### src/hw/rtl/rht_pkg.sv
// Shared types and constants for the rainbow hue tint pipeline.
package rht_pkg;

  // Default hue period in columns; the top level hands it down as a parameter.
  localparam int unsigned HuePeriodDef = 64;

  // Field widths fixed by the pixel format.
  localparam int unsigned ColW    = 10;
  localparam int unsigned ChanW   = 8;
  localparam int unsigned PhaseW  = 6;
  localparam int unsigned StrW    = 9;
  localparam int unsigned CfgIdxW = 1;
  localparam int unsigned CfgW    = 9;

  // Full-replacement strength; anything above saturates to it.
  localparam logic [StrW-1:0] StrFull = 9'd256;

  // floor(sum/3) for sum <= 765 as (sum * 683) >> 11.
  localparam logic [9:0] ThirdMul   = 10'd683;
  localparam int unsigned ThirdShift = 11;

  // Shift of the reciprocal used for the column modulo.
  localparam int unsigned RecipShift = 20;

  // Configuration register indexes.
  typedef enum logic [CfgIdxW-1:0] {
    REG_FRAME_PHASE    = 1'd0,
    REG_BLEND_STRENGTH = 1'd1
  } cfg_reg_e;

  // Hue sectors of the color wheel, named by the two colors they span.
  typedef enum logic [2:0] {
    SEC_RED_YEL = 3'd0,
    SEC_YEL_GRN = 3'd1,
    SEC_GRN_CYN = 3'd2,
    SEC_CYN_BLU = 3'd3,
    SEC_BLU_MAG = 3'd4,
    SEC_MAG_RED = 3'd5
  } sector_e;

  // Sector and position inside it, as looked up from the hue phase.
  typedef struct packed {
    sector_e          sector;
    logic [ChanW-1:0] frac;
  } hue_code_t;

  typedef struct packed {
    logic [ColW-1:0]  column;
    logic [ChanW-1:0] in_red;
    logic [ChanW-1:0] in_green;
    logic [ChanW-1:0] in_blue;
  } pix_in_t;

  typedef struct packed {
    logic [ChanW-1:0] out_red;
    logic [ChanW-1:0] out_green;
    logic [ChanW-1:0] out_blue;
  } pix_out_t;

endpackage

### src/hw/rtl/rht_hue_lut.sv
// Constant table from hue phase to color-wheel sector and fraction.
module rht_hue_lut #(
  parameter int unsigned HUE_PERIOD = rht_pkg::HuePeriodDef
) (
  input  logic [$clog2(HUE_PERIOD)-1:0] phase_i,
  output rht_pkg::hue_code_t            code_o
);
  import rht_pkg::*;

  localparam int unsigned PhW     = $clog2(HUE_PERIOD);
  localparam int unsigned Entries = 1 << PhW;

  hue_code_t tbl [Entries];

  // Codes past the period never get addressed; fill them with the last entry.
  for (genvar i = 0; i < Entries; i++) begin : g_tbl
    localparam int unsigned Pi   = (i < HUE_PERIOD) ? i : HUE_PERIOD - 1;
    localparam int unsigned HRaw = (Pi * 255) / HUE_PERIOD;
    localparam int unsigned Hue  = (HRaw > 254) ? 254 : HRaw;
    localparam int unsigned Sec  = (6 * Hue) / 255;
    localparam int unsigned Frac = (6 * Hue) % 255;
    assign tbl[i] = '{sector: sector_e'(3'(Sec)), frac: 8'(Frac)};
  end

  assign code_o = tbl[phase_i];

endmodule

### src/hw/rtl/rht_blend.sv
// One color channel of the strength blend: orig + floor((rain - orig) * s / 256).
module rht_blend (
  input  logic [rht_pkg::ChanW-1:0] orig_i,
  input  logic [rht_pkg::ChanW-1:0] rain_i,
  input  logic [rht_pkg::StrW-1:0]  str_i,
  output logic [rht_pkg::ChanW-1:0] chan_o
);
  import rht_pkg::*;

  logic signed [ChanW:0]       diff;
  logic signed [ChanW+StrW:0]  prod;
  logic signed [ChanW+StrW:0]  delta;
  logic signed [ChanW+1:0]     sum;

  always_comb begin
    diff  = $signed({1'b0, rain_i}) - $signed({1'b0, orig_i});
    prod  = (ChanW+StrW+1)'(diff) * (ChanW+StrW+1)'($signed({1'b0, str_i}));
    delta = prod >>> 8;
    // Result stays within 0..255, so the low bits carry it exactly.
    sum    = $signed({2'b00, orig_i}) + delta[ChanW+1:0];
    chan_o = sum[ChanW-1:0];
  end

endmodule

### src/hw/rtl/rainbow_hue_tint_unit.sv
// Top level of the rainbow hue tint pixel pipeline.
//
// Rainbow hue tint: takes one pixel per clock (column plus 8-bit red, green,
// blue) and returns one tinted pixel per clock while out_stall_i is low.
// Brightness v is the truncated mean of the three channels; the hue steps
// along the columns with a period of HUE_PERIOD columns and is shifted by
// frame_phase each frame. The resulting full-saturation rainbow color is
// blended with the input pixel by blend_strength in 1/256 steps (0 keeps the
// pixel, 256 and above replace it). The pipeline has six register stages.
// Each stage holds its own valid bit and moves up as soon as the stage after
// it is empty or moving, so bubbles close up and a stall on the output holds
// every beat in place without loss. Write registers only while the pipeline
// is empty.
module rainbow_hue_tint_unit #(
  parameter int unsigned HUE_PERIOD = rht_pkg::HuePeriodDef
) (
  input  logic                        clk_i,
  input  logic                        rst_ni,
  // Pixel input beat
  input  logic                        in_valid_i,
  output logic                        in_stall_o,
  input  rht_pkg::pix_in_t            in_data_i,
  // Tinted pixel output beat
  output logic                        out_valid_o,
  input  logic                        out_stall_i,
  output rht_pkg::pix_out_t           out_data_o,
  // Register writes
  input  logic                        cfg_we_i,
  input  logic [rht_pkg::CfgIdxW-1:0] cfg_idx_i,
  input  logic [rht_pkg::CfgW-1:0]    cfg_wdata_i
);
  import rht_pkg::*;

  localparam int unsigned NumStages = 6;
  localparam int unsigned PhW       = $clog2(HUE_PERIOD);
  localparam int unsigned SumW      = ChanW + 2;
  localparam int unsigned XW        = 11;
  localparam int unsigned MW        = RecipShift;
  localparam int unsigned ProdXW    = XW + MW;
  // floor(x / HUE_PERIOD) is at most one low with this reciprocal for x < 2^11.
  localparam logic [MW-1:0] RecipM  = MW'((1 << RecipShift) / HUE_PERIOD);
  localparam logic [XW-1:0] HueDiv  = XW'(HUE_PERIOD);

  // ---------------------------------------------------------------------------
  // Configuration registers
  // ---------------------------------------------------------------------------
  logic [PhaseW-1:0] phase_q;
  logic [StrW-1:0]   str_q;
  logic [StrW-1:0]   str_sat;

  always_ff @(posedge clk_i or negedge rst_ni) begin
    if (!rst_ni) begin
      phase_q <= '0;
      str_q   <= StrFull;
    end else if (cfg_we_i) begin
      case (cfg_reg_e'(cfg_idx_i))
        REG_FRAME_PHASE:    phase_q <= cfg_wdata_i[PhaseW-1:0];
        REG_BLEND_STRENGTH: str_q   <= cfg_wdata_i[StrW-1:0];
        default: ;
      endcase
    end
  end

  // Saturate strength to full replacement.
  assign str_sat = (str_q > StrFull) ? StrFull : str_q;

  // ---------------------------------------------------------------------------
  // Pipeline flow control: a stage advances when it is empty or the next one
  // advances. The ready chain runs from the output back to the input.
  // ---------------------------------------------------------------------------
  logic [NumStages-1:0] vld_q;
  logic [NumStages-1:0] adv;

  always_comb begin
    adv[NumStages-1] = !vld_q[NumStages-1] || !out_stall_i;
    for (int k = NumStages - 2; k >= 0; k--) begin
      adv[k] = !vld_q[k] || adv[k+1];
    end
  end

  assign in_stall_o  = !adv[0];
  assign out_valid_o = vld_q[NumStages-1];

  always_ff @(posedge clk_i or negedge rst_ni) begin
    if (!rst_ni) begin
      vld_q <= '0;
    end else begin
      if (adv[0]) begin
        vld_q[0] <= in_valid_i;
      end
      for (int k = 1; k < NumStages; k++) begin
        if (adv[k]) begin
          vld_q[k] <= vld_q[k-1];
        end
      end
    end
  end

  // ---------------------------------------------------------------------------
  // Stage 1: channel sum and shifted column.
  // ---------------------------------------------------------------------------
  logic [3*ChanW-1:0] rgb1_q;
  logic [SumW-1:0]    sum1_q;
  logic [XW-1:0]      x1_q;

  always_ff @(posedge clk_i) begin
    if (adv[0]) begin
      rgb1_q <= {in_data_i.in_red, in_data_i.in_green, in_data_i.in_blue};
      sum1_q <= SumW'(in_data_i.in_red) + SumW'(in_data_i.in_green)
              + SumW'(in_data_i.in_blue);
      x1_q   <= XW'(phase_q) + XW'(in_data_i.column);
    end
  end

  // ---------------------------------------------------------------------------
  // Stage 2: value by reciprocal of three, quotient estimate of the period.
  // ---------------------------------------------------------------------------
  logic [3*ChanW-1:0] rgb2_q;
  logic [ChanW-1:0]   v2_q;
  logic [XW-1:0]      x2_q;
  logic [XW-1:0]      q2_q;
  logic [2*SumW-1:0]  v_prod;
  logic [ProdXW-1:0]  x_prod;

  always_comb begin
    v_prod = (2*SumW)'(sum1_q) * (2*SumW)'(ThirdMul);
    x_prod = ProdXW'(x1_q) * ProdXW'(RecipM);
  end

  always_ff @(posedge clk_i) begin
    if (adv[1]) begin
      rgb2_q <= rgb1_q;
      v2_q   <= v_prod[ThirdShift +: ChanW];
      x2_q   <= x1_q;
      q2_q   <= x_prod[RecipShift +: XW];
    end
  end

  // ---------------------------------------------------------------------------
  // Stage 3: remainder, with one correcting subtract.
  // ---------------------------------------------------------------------------
  logic [3*ChanW-1:0] rgb3_q;
  logic [ChanW-1:0]   v3_q;
  logic [PhW-1:0]     p3_q;
  logic [XW-1:0]      rem_raw;
  logic [XW-1:0]      rem_fix;

  always_comb begin
    // True remainder is below twice the period, so 11-bit wraparound is exact.
    rem_raw = x2_q - XW'(q2_q * HueDiv);
    rem_fix = (rem_raw >= HueDiv) ? (rem_raw - HueDiv) : rem_raw;
  end

  always_ff @(posedge clk_i) begin
    if (adv[2]) begin
      rgb3_q <= rgb2_q;
      v3_q   <= v2_q;
      p3_q   <= rem_fix[PhW-1:0];
    end
  end

  // ---------------------------------------------------------------------------
  // Stage 4: sector lookup and ramp product v * f (or v * (255 - f)).
  // ---------------------------------------------------------------------------
  hue_code_t            code;
  logic [ChanW-1:0]     ramp_n;
  logic [3*ChanW-1:0]   rgb4_q;
  logic [ChanW-1:0]     v4_q;
  sector_e              sec4_q;
  logic [2*ChanW-1:0]   tp4_q;

  rht_hue_lut #(
    .HUE_PERIOD(HUE_PERIOD)
  ) u_hue_lut (
    .phase_i(p3_q),
    .code_o (code)
  );

  // Odd sectors ramp down, even ones ramp up.
  assign ramp_n = code.sector[0] ? (8'd255 - code.frac) : code.frac;

  always_ff @(posedge clk_i) begin
    if (adv[3]) begin
      rgb4_q <= rgb3_q;
      v4_q   <= v3_q;
      sec4_q <= code.sector;
      tp4_q  <= (2*ChanW)'(v3_q) * (2*ChanW)'(ramp_n);
    end
  end

  // ---------------------------------------------------------------------------
  // Stage 5: ramp / 255 and sector mux into the rainbow color.
  // ---------------------------------------------------------------------------
  logic [2*ChanW:0]   t_sum;
  logic [ChanW-1:0]   ramp_t;
  logic [ChanW-1:0]   rr, rg, rb;
  logic [3*ChanW-1:0] rgb5_q;
  logic [3*ChanW-1:0] rain5_q;

  always_comb begin
    // floor(y / 255) = (y + 1 + (y >> 8)) >> 8 for y below 65535.
    t_sum  = (2*ChanW+1)'(tp4_q) + (2*ChanW+1)'(1)
           + (2*ChanW+1)'(tp4_q[2*ChanW-1:ChanW]);
    ramp_t = t_sum[ChanW +: ChanW];
    rr = '0;
    rg = '0;
    rb = '0;
    case (sec4_q)
      SEC_RED_YEL: begin
        rr = v4_q;
        rg = ramp_t;
      end
      SEC_YEL_GRN: begin
        rr = ramp_t;
        rg = v4_q;
      end
      SEC_GRN_CYN: begin
        rg = v4_q;
        rb = ramp_t;
      end
      SEC_CYN_BLU: begin
        rg = ramp_t;
        rb = v4_q;
      end
      SEC_BLU_MAG: begin
        rr = ramp_t;
        rb = v4_q;
      end
      default: begin
        rr = v4_q;
        rb = ramp_t;
      end
    endcase
  end

  always_ff @(posedge clk_i) begin
    if (adv[4]) begin
      rgb5_q  <= rgb4_q;
      rain5_q <= {rr, rg, rb};
    end
  end

  // ---------------------------------------------------------------------------
  // Stage 6: blend each channel with the original and hold the output beat.
  // ---------------------------------------------------------------------------
  logic [ChanW-1:0] bl_r, bl_g, bl_b;
  pix_out_t         out_q;

  rht_blend u_blend_r (
    .orig_i(rgb5_q[2*ChanW +: ChanW]),
    .rain_i(rain5_q[2*ChanW +: ChanW]),
    .str_i (str_sat),
    .chan_o(bl_r)
  );

  rht_blend u_blend_g (
    .orig_i(rgb5_q[ChanW +: ChanW]),
    .rain_i(rain5_q[ChanW +: ChanW]),
    .str_i (str_sat),
    .chan_o(bl_g)
  );

  rht_blend u_blend_b (
    .orig_i(rgb5_q[0 +: ChanW]),
    .rain_i(rain5_q[0 +: ChanW]),
    .str_i (str_sat),
    .chan_o(bl_b)
  );

  always_ff @(posedge clk_i) begin
    if (adv[5]) begin
      out_q <= '{out_red: bl_r, out_green: bl_g, out_blue: bl_b};
    end
  end

  assign out_data_o = out_q;

endmodule
### config.mk
export PLATFORM = sky130hd
export DESIGN_NAME = rainbow_hue_tint_unit
export DESIGN_NICKNAME = d
export VERILOG_FILES = /design/src/hw/rtl/rht_pkg.sv /design/src/hw/rtl/rht_hue_lut.sv /design/src/hw/rtl/rht_blend.sv /design/src/hw/rtl/rainbow_hue_tint_unit.sv
export SDC_FILE = /design/constraint.sdc
export NUM_CORES = 1
export LEC_CHECK = 0
export ABC_AREA = 1
export BUFFER_PORTS_ARGS = -buffer_cell sky130_fd_sc_hd__buf_4
export CAP_MARGIN = 20
export CORE_MARGIN = 4
export CORE_UTILIZATION = 60
export DETAILED_ROUTE_END_ITERATION = 10
export PLACE_DENSITY = 0.77
export SETUP_SLACK_MARGIN = 0.05
export SKIP_CTS_REPAIR_TIMING = 1
export SLEW_MARGIN = 20
export SYNTH_ARGS = -nofsm -noshare
export SYNTH_HDL_FRONTEND = slang
export SYNTH_SLANG_ARGS = --single-unit
export TNS_END_PERCENT = 100
### constraint.sdc
create_clock -name clk_i -period 10.5 [get_ports clk_i]
set_clock_uncertainty 0.15 [all_clocks]
set_input_delay 0.525 -clock clk_i [delete_from_list [all_inputs] [get_ports clk_i]]
set_output_delay 0.525 -clock clk_i [all_outputs]
set_load 0.01 [all_outputs]
==> reports/results.ini, run 1 <==
[logic_synthesis]
ys_types = 45
syn_area_um2 = 22600
syn_nets = 2904
synth_edf_count = 238
syn_avg_cell_area_um2 = 9.52
synthCells = 2369
ys_seq_elements = 259
yosys_most_used_dff = edfxtp_1
synth_top_area_share_pct = 31.7
yosysSeqAreaShare_pct = 34.0
synthArstFlopShare_pct = 8.11
synth_top_cell_by_area = edfxtp_1
synth_area_leaders = edfxtp_1 (32%), fa_1 (19%), ha_1 (15%)
ys.warnings.count = 0

[placed_design]
hpwl_mm = 39.7
place_congestion = 0.898
dpl_cell_area_um2 = 23700
portBuffers = 70

[detailed_routing]
ant_nets = 0
dr.pass1.iters = 6
drc = 0
vias_per_cell = 5.45
wire_per_inst_um = 16.8
vias = 16367
routed_wl_mm = 50.5
first_iter_violations = 1223

[layout]
final_common_cell = nand2_1
synthToLayoutAreaGrowth_pct = 9.92
layout_common_cells = nand2_1 (472), inv_1 (459), ha_1 (272), edfxtp_1 (238), nor2_1 (228)
fillers = 2779
antennaDiodeCount = 0
drive_gt1_share_pct = 6.05
fin_area_um2 = 24800
fin_nets = 3013

[floorplan]
io_pins = 75
dieArea_um2 = 40800
core_area_um2 = 36900
initial_core_util_pct = 61.2
chipHeight_um = 202
die_w_um = 202
num_rows = 70

[sta]
grt_setup_unrepaired = no
max-slew-margin-rel_pct = 35.0
hold_ws_ns = 0.0301
setup_tns_ns = 0
finalCriticalPeriod_ns = 8.05
tightest_slew_ns = 0.968
final-hold-violation-count = 0
final-setup-viol-count = 0
maxSlewViolCount = 0
fin_crit_sh_pct = 76.7
fmax_mhz = 124

[critical_path]
slowest_stage = inv_1
worstPathRequired_ns = 10.66
slowest_delay_ns = 0.65
ff2ff_path_depth = 33
timing_worst_setup_path_type = register to register
worst-path-max-fanout = 17
cp-end-kind = register
worstSetupStartpointType = register
crit_top_cell = nand2_1
cp.arrival_ns = 8.20

[clock_tree]
clk_path_buf_depth = 3
cts_tree = built
clkSinkCount = 259
cts.htree.levels = 1
clock_tree.root_cell = clkbuf_16
clkTransAtPathRegs_ns = 0.07
clock_latency_ns = 0.57
cts_buffers = 27

[global_routing]
grt_pass1_wl_mm = 84.0
grtUsageTotal_pct = 25.2
grt-ovfl-total = 0
grt_max_degree = 52
grt_pass1_vias = 17196
antenna_found_initial = 0

[worst_hold_path]
hold_path_depth = 1
hold_path.class = input pin to register

[outcome]
status = finished clean

[run]
drv_cap = 0

## flip-flops by register name (all words and copies together), names as in the netlist, 9 cells and up
| register | cells |
|---|---|
| rgb4_q | 24 |
| rgb5_q | 24 |
| rgb2_q | 24 |
| rgb1_q | 24 |
| rgb3_q | 24 |
| tp4_q | 15 |
| str_q | 9 |
| sum1_q | 10 |
| rain5_q | 24 |
| out_data_o | 24 |
## area by class of cell
class	instances	area [µm²]	share of cell area, %
Clock buffer	28	679	2.74
Sequential cell	259	7670	31.0
Timing Repair Buffer	101	818	3.30
Tap cell	504	631	2.54
Clock inverter	20	206	0.833
Inverter	472	1770	7.15
Multi-Input combinational cell	1617	13000	52.5
## logic make-up after synthesis
kind of cell	Yosys count	synth area share, %
buffers and inverters	493	8.29
DFF	259	34.0
muxes	2	0.0998
xor gates and xnor gates	86	3.44
and+or+nand+nor	855	15.5
AOI/OAI and AO/OA	188	4.60
adders and majority gates	486	34.1
## through the flow
stage	setup slack, ns	utilization [%]	instances
final	2.45	67.2	3001
after global routing	2.10	67.2	3001
after CTS	2.60	66.6	2977
after detailed placement	2.60	64.2	2929
after global placement	2.71	64.2	2929
after floorplan	3.67	-	2369
## worst max-delay path: cells and delay by family (launching register included)
kind,cells,cell delay (ns)
AOI/OAI and AO/OA,3,0.61
xor gates and xnor gates,1,0.15
adders and majority gates,7,3.28
buffers and inverters,6,0.94
DFF,1,0.55
and+or+nand+nor,16,2.12
## cell usage after synthesis (5+ instances only)
| master | number |
|---|---|
| nand2_1 | 472 |
| inv_1 | 461 |
| ha_1 | 272 |
| edfxtp_1 | 238 |
| nor2_1 | 228 |
| fa_1 | 214 |
| nand3_1 | 102 |
| a21oi_1 | 98 |
| xor2_1 | 58 |
| o21ai_0 | 51 |
| xnor2_1 | 25 |
| dfrtp_1 | 20 |
| nand4_1 | 17 |
| clkbuf_1 | 13 |
| nor3_1 | 13 |
| o21bai_1 | 10 |
| inv_2 | 8 |
| nand3b_1 | 7 |
| or2_2 | 7 |
| a211oi_1 | 6 |
| a21o_1 | 5 |
| a31oi_1 | 5 |
## worst paths after layout
| check | startpoint | end | slack, ns |
|---|---|---|---|
| hold / removal | in_data_i[22] | rgb1_q[22]$_DFFE_PN_ | 0.03 |
| hold reg to reg | rgb3_q[13]$_DFFE_PP_ | rgb4_q[13]$_DFFE_PP_ | 0.24 |
| max in group asynchronous | rst_ni | str_q[8]$_DFFE_PN1P_ | 9.60 |
| setup / recovery | str_q[0]$_DFFE_PN0P_ | out_data_o[7]$_DFFE_PP_ | 2.45 |
| min in group asynchronous | rst_ni | phase_q[0]$_DFFE_PN0P_ | 0.29 |
| setup reg to reg | str_q[0]$_DFFE_PN0P_ | out_data_o[7]$_DFFE_PP_ | 2.45 |
## layer usage
layer	GRT usage [%]	part of all wire, %	vias up
met1	32.5	41	7923
met4	9.52	4.3	0
met2	43.7	49	549
li1	-	-	7771
met3	3.21	5.8	124
met5	0	0	-
Power of run 1 is left out: the tool's default activity adds up to more than one toggle a clock period on the data nets, which glitch-free logic cannot reach.
==> run 2: changes to the inputs <==
--- a/config.mk
+++ b/config.mk
@@ -9,9 +9,9 @@
 export BUFFER_PORTS_ARGS = -buffer_cell sky130_fd_sc_hd__buf_4
 export CAP_MARGIN = 20
 export CORE_MARGIN = 4
-export CORE_UTILIZATION = 60
+export CORE_UTILIZATION = 58
 export DETAILED_ROUTE_END_ITERATION = 10
-export PLACE_DENSITY = 0.77
+export PLACE_DENSITY = 0.78
 export SETUP_SLACK_MARGIN = 0.05
 export SKIP_CTS_REPAIR_TIMING = 1
 export SLEW_MARGIN = 20
==> constraint.sdc (replaced) <==
create_clock -name clk_i -period 7.1 [get_ports clk_i]
set_clock_uncertainty 0.15 [all_clocks]
set_input_delay 0.355 -clock clk_i [delete_from_list [all_inputs] [get_ports clk_i]]
set_output_delay 0.355 -clock clk_i [all_outputs]
set_load 0.01 [all_outputs]
==> reports/results.ini, run 2 (synthesis gave the netlist of run 1 again) <==
[worst_hold_path]
hold_path_depth = 3
hold_path.class = input pin to register
hp-start = cfg_wdata_i[5]
holdPathEnd = phase_q[5]$_DFFE_PN0P_

[detailed_routing]
routed_wl_mm = 53.4
wire_per_inst_um = 17.3
vias_per_cell = 5.44
ant_nets = 0
dr.pass1.iters = 5
vias = 16844
first_iter_violations = 1337
drc = 0

[critical_path]
worstReg2RegEnd = out_data_o[6]$_DFFE_PP_
ff2ff_path_depth = 34
slowest_delay_ns = 0.53
path_buf_inv = 10
timing_worst_setup_path_type = register to register
slowest_stage = fa_1
cp.arrival_ns = 7.09
worst-path-max-fanout = 6
worstSetupStartpointType = register
critical_path.top_delay_family = adder cells
worstPathRequired_ns = 7.28
worst-path-stages = 34
r2r-start = rgb5_q[0]$_DFFE_PP_
cp-end-kind = register
rrSetupSlack_ns = 0.19

[clock_tree]
clkSinkCount = 259
cts.htree.levels = 1
clk_path_buf_depth = 3
clock_tree.root_cell = clkbuf_16
cts_buffers = 26
clock_latency_ns = 0.56
clkTransAtPathRegs_ns = 0.07
cts_tree = built

[layout]
layout_common_cells = nand2_1 (456), inv_1 (443), ha_1 (245), edfxtp_1 (238), nor2_1 (218)
synthToLayoutAreaGrowth_pct = 15.7
antennaDiodeCount = 0
fin_nets = 3101
drive_gt1_share_pct = 13.1
final_common_cell = nand2_1

[sta]
tightest_slew_ns = 1.05
maxSlewViolCount = 0
final-setup-viol-count = 0
hold_ws_ns = -0.00163
grt_setup_unrepaired = yes
layout_setup_ws_ns = 0.188
final-hold-violation-count = 1
max-slew-margin-rel_pct = 29.8
fmax_mhz = 145
finalCriticalPeriod_ns = 6.91
fin_crit_sh_pct = 97.4

[global_routing]
antenna_found_initial = 0
grt_pass1_wl_mm = 84.2
grt_pass1_vias = 17212
grtUsageTotal_pct = 24.9
grt_max_degree = 53
grt-ovfl-total = 0

[outcome]
status = finished, violations left
violations = negative hold slack

[placed_design]
place_congestion = 0.966
hpwl_mm = 41.0
dp_slack_ns = -0.0642
portBuffers = 70

[run]
drv_cap = 0

[floorplan]
initial_core_util_pct = 59.3
core_area_um2 = 38000
num_rows = 71
chipHeight_um = 205
die_w_um = 205
dieArea_um2 = 42100
io_pins = 75

==> run 2: worst max-delay path by stage <==
stage / startpoint / to / slack (ns)
floorplan: rgb5_q[0]$_DFFE_PP_ / out_data_o[7]$_DFFE_PP_ / 0.27
global placement: rgb5_q[0]$_DFFE_PP_ / out_data_o[6]$_DFFE_PP_ / 0.12
detailed placement: rgb5_q[0]$_DFFE_PP_ / out_data_o[6]$_DFFE_PP_ / -0.06
CTS: rgb5_q[0]$_DFFE_PP_ / out_data_o[6]$_DFFE_PP_ / -0.1
global route: rgb5_q[0]$_DFFE_PP_ / out_data_o[7]$_DFFE_PP_ / -0.11
finish: rgb5_q[0]$_DFFE_PP_ / out_data_o[6]$_DFFE_PP_ / 0.19
==> run 2: worst min-delay path, cell delays in order <==
cell and delay, ns:
buf_4 0.08, inv_1 0.07, o21ai_0 0.17
==> run 2: area by class of cell <==
| class | instances | area [µm²] |
|---|---|---|
| flip-flops and latches | 259 | 7670 |
| clock inverters | 20 | 258 |
| fillers | 2825 | 11900 |
| clock buffers | 27 | 654 |
| inverters | 472 | 1780 |
| multi-input cells | 1617 | 13600 |
| repair buffers | 190 | 1510 |
| well taps | 511 | 639 |
==> run 2: stage by stage <==
step	setup TNS (ns)	instance area, µm²	utilization, %	hold slack (ns)	instances
3_5_place_dp	-0.0642	24100	63.4	0.105	2991
5_1_grt	-0.344	26100	68.6	-0.000440	3096
2_1_floorplan	0	22600	-	-0.0906	2369
6_report	0	26100	68.6	-0.00163	3096
4_1_cts	-0.115	25000	65.7	-0.502	3038
3_3_place_gp	0	24100	63.4	0.103	2991
==> run 2: metal layers <==
layer / wire, µm / global-route usage, %
met1: 21200 / 32.3
met2: 26700 / 43.3
met3: 3370 / 3.18
met4: 2190 / 9.16
met5: 0 / 0
Power of run 2 is left out for the same reason.
